### src/hdl/vskt_pkg.sv
// Shared types and codes for the value-sorted key table.
// Request and result payload structs, operation and status codes, parameter defaults.
// No dependencies.
package vskt_pkg;

  localparam int DEPTH_DEF      = 16;
  localparam int KEY_BITS_DEF   = 64;
  localparam int VALUE_BITS_DEF = 32;

  // Fixed port field widths
  localparam int KEY_IN_W    = 64;
  localparam int VALUE_IO_W  = 32;
  localparam int CNT_OUT_W   = 5;

  typedef logic [1:0] op_t;
  localparam op_t OP_LOOKUP = 2'd0;
  localparam op_t OP_INSERT = 2'd1;
  localparam op_t OP_DELETE = 2'd2;

  typedef logic [1:0] status_t;
  localparam status_t ST_DONE   = 2'd0;
  localparam status_t ST_DUP    = 2'd1;
  localparam status_t ST_FULL   = 2'd2;
  localparam status_t ST_ABSENT = 2'd3;

  typedef struct packed {
    op_t                           operation;
    logic [KEY_IN_W-1:0]           key;
    logic signed [VALUE_IO_W-1:0]  value;
  } req_t;

  typedef struct packed {
    logic                          found;
    logic signed [VALUE_IO_W-1:0]  value_out;
    status_t                       status;
    logic [CNT_OUT_W-1:0]          entry_count;
    logic                          is_empty;
    logic                          is_full;
  } res_t;

  // Per-cycle command broadcast to every cell
  typedef struct packed {
    logic do_ins;
    logic do_del;
  } cell_ctrl_t;

endpackage

### src/hdl/vskt_cell.sv
// One slot of the sorted table: holds a key/value pair, matches keys,
// and shifts toward its neighbors on insert or delete. Depends on vskt_pkg.
module vskt_cell
  import vskt_pkg::*;
#(
  parameter int IDX        = 0,
  parameter int IDX_W      = 4,
  parameter int KEY_BITS   = KEY_BITS_DEF,
  parameter int VALUE_BITS = VALUE_BITS_DEF
) (
  input  logic                         clk,
  input  cell_ctrl_t                   ctrl,
  input  logic [IDX_W-1:0]             del_pos,
  input  logic [KEY_BITS-1:0]          new_key,
  input  logic signed [VALUE_BITS-1:0] new_val,
  input  logic                         occ,
  input  logic                         left_occ,
  input  logic                         left_moving,
  input  logic [KEY_BITS-1:0]          left_key,
  input  logic signed [VALUE_BITS-1:0] left_val,
  input  logic [KEY_BITS-1:0]          right_key,
  input  logic signed [VALUE_BITS-1:0] right_val,
  output logic [KEY_BITS-1:0]          key_q,
  output logic signed [VALUE_BITS-1:0] val_q,
  output logic                         hit,
  output logic                         moving
);

  localparam logic [IDX_W-1:0] MY_IDX = IDX_W'(IDX);

  logic [KEY_BITS-1:0]          key_r, key_nxt;
  logic signed [VALUE_BITS-1:0] val_r, val_nxt;
  logic                         at_end;
  logic                         take_left, take_new, take_right;

  assign hit    = occ && (key_r == new_key);
  // occupied and smaller than the incoming value: shifts down on insert
  assign moving = occ && (new_val > val_r);
  // first free slot
  assign at_end = !occ && left_occ;

  assign take_left  = ctrl.do_ins && left_moving;
  assign take_new   = ctrl.do_ins && !left_moving && (moving || at_end);
  assign take_right = ctrl.do_del && (MY_IDX >= del_pos);

  always_comb begin
    key_nxt = key_r;
    val_nxt = val_r;
    if (take_left) begin
      key_nxt = left_key;
      val_nxt = left_val;
    end else if (take_new) begin
      key_nxt = new_key;
      val_nxt = new_val;
    end else if (take_right) begin
      key_nxt = right_key;
      val_nxt = right_val;
    end
  end

  always_ff @(posedge clk) begin
    key_r <= key_nxt;
    val_r <= val_nxt;
  end

  assign key_q = key_r;
  assign val_q = val_r;

endmodule

### config.mk
export PLATFORM = sky130hd
export DESIGN_NAME = vskt_cell
export DESIGN_NICKNAME = d
export VERILOG_FILES = /design/src/hdl/vskt_pkg.sv /design/src/hdl/vskt_cell.sv
export SDC_FILE = /design/constraint.sdc
export NUM_CORES = 1
export LEC_CHECK = 0
export CORE_AREA = 2 2 153 155
export DETAILED_ROUTE_END_ITERATION = 6
export DIE_AREA = 0 0 155 157
export DONT_BUFFER_PORTS = 1
export GPL_TIMING_DRIVEN = 0
export SYNTH_ARGS = -nofsm -noshare
export SYNTH_HDL_FRONTEND = slang
export SYNTH_SLANG_ARGS = --single-unit
### constraint.sdc
create_clock -name clk -period 11.6 [get_ports clk]
set_input_delay 1.74 -clock clk [delete_from_list [all_inputs] [get_ports clk]]
set_output_delay 1.74 -clock clk [all_outputs]
set_load 0.05 [all_outputs]
==> flow_summary.json <==
{
  "status": "finished clean",
  "cts.sinks": 96,
  "grt_pass1_wl_mm": 54.2,
  "crit_type": "primary input to output port",
  "path_delay_family": "simple AND/OR/NAND/NOR gates",
  "rsz0062_at_grt": "no",
  "synth_cell_types": 44,
  "maxCapViolCount": 0,
  "synthFlopType": "edfxtp_1",
  "synth.top_cell.area_share_pct": 32.4,
  "yosysSeqAreaShare_pct": 32.4,
  "layout.nets": 1365,
  "setup_ws_ns": 4.83,
  "tritoncts": "done",
  "p_leak_nw": 3.22,
  "drt-total-wl_mm": 37.5,
  "syn_nets": 1352,
  "grt.total_usage_pct": 29.7,
  "dpl_worst_slack_ns": 4.99,
  "worstSkewPairLatency_ns": 0.36,
  "finalInstanceArea_um2": 9640,
  "ir_drop_mv": 0.0846,
  "yosysWarnings": 0,
  "postCtsSetupBuffers": 0,
  "path_cells": "ha_1, nand4_2, nor4_1, nand3_1, a31oi_2, clkbuf_1, nor3_1, buf_4",
  "seq_power_share_pct": 47.9,
  "cts_buffers": 9,
  "report.final.setup_viol": 0,
  "rrSetupSlack_ns": 6.13,
  "io_pins": 396,
  "nFillCells": 2286,
  "setup.worst_path.start": "new_val[31]",
  "clkPwrFrac_pct": 27.2,
  "cts_hold_buffers": 0,
  "hold_depth": 2,
  "post-route-util_pct": 42.8,
  "skew_ns": 0.0173,
  "postPlaceCellArea_um2": 9320,
  "clk_path_buf_depth": 2,
  "synth_top_area_cell": "edfxtp_1",
  "place_hpwl_mm": 29.3,
  "fin_cells": 1325,
  "r2r-start": "val_q[31]",
  "ys_ff_latch": 96,
  "slew-limit-headroom_pct": 16.0,
  "critPathMaxFanout": 10,
  "r2r_cells": 11,
  "combPwrFrac_pct": 24.9,
  "dieArea_um2": 24300,
  "min_period_over_period_pct": 58.3,
  "antenna_found_initial": 0,
  "internal_power_mw": 0.729,
  "cp-start-kind": "primary input",
  "start_util_pct": 39.6,
  "r2r_end": "key_q[18]",
  "drcViolationCount": 0,
  "worst_slew_pin_slew_ns": 1.25,
  "cts_root_buf": "clkbuf_16",
  "power.density_nw_per_um2": 128,
  "dp.cells": 1309,
  "crit_required_ns": 9.86,
  "hold_class": "primary input to flop",
  "core_area_um2": 22500,
  "first_pass_iters": 5,
  "hold_path.startpoint": "left_val[23]",
  "crit_slowest_cell": "a31oi_2",
  "async_reset_ff_share_pct": 0,
  "cp.depth": 8,
  "crit_path_end_kind": "output port",
  "synth_cells": 1022,
  "endpoint": "moving",
  "p_sw_mw": 0.500,
  "die_w_um": 155,
  "grt_max_degree": 53,
  "syn_avg_cell_area_um2": 8.72,
  "slowest_delay_ns": 0.82,
  "numPortBuffers": 0,
  "antennaDiodeCount": 0,
  "final_max_slew_viol_count": 0,
  "syn2layout_area_growth_pct": 8.16,
  "vias": 8798,
  "via_per_inst": 6.64,
  "finalHoldViolCount": 0,
  "final.min_clock_period_ns": 6.77,
  "first_iter_violations": 749,
  "ant_nets": 0,
  "cts_resized": 0,
  "htreeDepth": 3,
  "layout-drive-gt1-share_pct": 4.13,
  "fin_setup_tns_ns": 0,
  "wl_per_cell_um": 28.3,
  "swShare_pct": 40.7,
  "gp_congestion": 0.946,
  "row_count": 55,
  "max_clock_freq_ghz": 0.148,
  "syn_area_um2": 8910,
  "clk_pin_slew_worst_paths_ns": 0.08,
  "yosys-top-cells-area": "edfxtp_1, o311ai_0, nor2b_1",
  "crit_buf_inv": 2,
  "grt_overflow": 0,
  "grt_pass1_vias": 8696,
  "arrival_ns": 5.03,
  "dieHeight_um": 157,
  "synth_edf_count": 96
}
## logic make-up (layout without fill, tap and decap cells)
kind of cell	after synthesis	after routing	synth area share (%)
flops	96	96	32.4
fa+ha+maj	32	32	4.49
buf+inv	175	193	7.91
simple gates	337	337	22.3
compound gates	342	342	29.0
xor+xnor	40	40	3.93
## Yosys cell counts (3+ instances only)
library cell,n
a21o_1,3
a21oi_1,108
a221oi_1,9
and4_1,4
buf_1,9
buf_2,11
buf_6,4
clkbuf_1,89
edfxtp_1,96
ha_1,32
inv_1,61
nand2_1,5
nand3_1,104
nand4_1,13
nor2b_1,194
nor3_1,3
nor4_1,9
o21ai_0,3
o22ai_1,6
o2bb2ai_1,6
o311ai_0,143
o311ai_1,50
xnor2_1,24
xor2_1,16
## layer usage
| layer | vias up | track usage [%] | wire length (µm) |
|---|---|---|---|
| met5 | - | 0 | 0 |
| met4 | 0 | 10.4 | 1180 |
| met3 | 65 | 8.26 | 4240 |
| met2 | 541 | 48.7 | 17600 |
| met1 | 4168 | 37.6 | 14600 |
| li1 | 4024 | - | - |
## power groups by stage
stage	registers, mW	clock network [mW]	logic, mW
final	0.588	0.335	0.306
after global routing	0.591	0.352	0.337
after CTS	0.588	0.340	0.302
after detailed placement	0.596	0	0.300
after global placement	0.600	0	0.294
after floorplan	0.580	0	0.210
## stage by stage
step / hold WS (ns) / power [mW]
after global placement: 1.96 / 0.893
after global routing: 1.59 / 1.28
after CTS: 1.58 / 1.23
after detailed placement: 1.96 / 0.896
final: 1.59 / 1.23
after floorplan: 1.65 / 0.790
## cells in the final DEF, fill, tap and decap left out, types with 8 or more instances in the layout
cell / count
edfxtp_1: 96
o311ai_1: 50
buf_2: 11
a21oi_1: 108
nor4_1: 8
ha_1: 32
a221oi_1: 9
nor2b_1: 194
clkbuf_1: 91
o311ai_0: 143
nand3_1: 104
xnor2_1: 24
clkbuf_16: 9
xor2_1: 16
nand4_1: 13
inv_1: 61
buf_1: 9
## sequential cells by signal (all words and copies together), names as in the netlist
name   count
val_q     32
key_q     64
## area by class of cell
class                   instances  area (µm²)  share of cell area (%)
inverters                      61         229                    2.38
flip-flops and latches         96        2880                    29.9
clock inverters                 5        81.3                   0.844
clock buffers                  11         233                    2.42
plain buffers                 114         475                    4.93
repair buffers                  2        35.0                   0.364
multi-input cells             751        5340                    55.4
well taps                     285         357                    3.70
## worst min path at each step
stage | endpoint | slack (ns)
6_report | val_q[23] | 1.59
5_1_grt | val_q[28] | 1.59
4_1_cts | key_q[54] | 1.58
3_5_place_dp | key_q[54] | 1.96
3_3_place_gp | key_q[54] | 1.96
2_1_floorplan | key_q[63] | 1.65
Power figures use the tool's default switching activity.
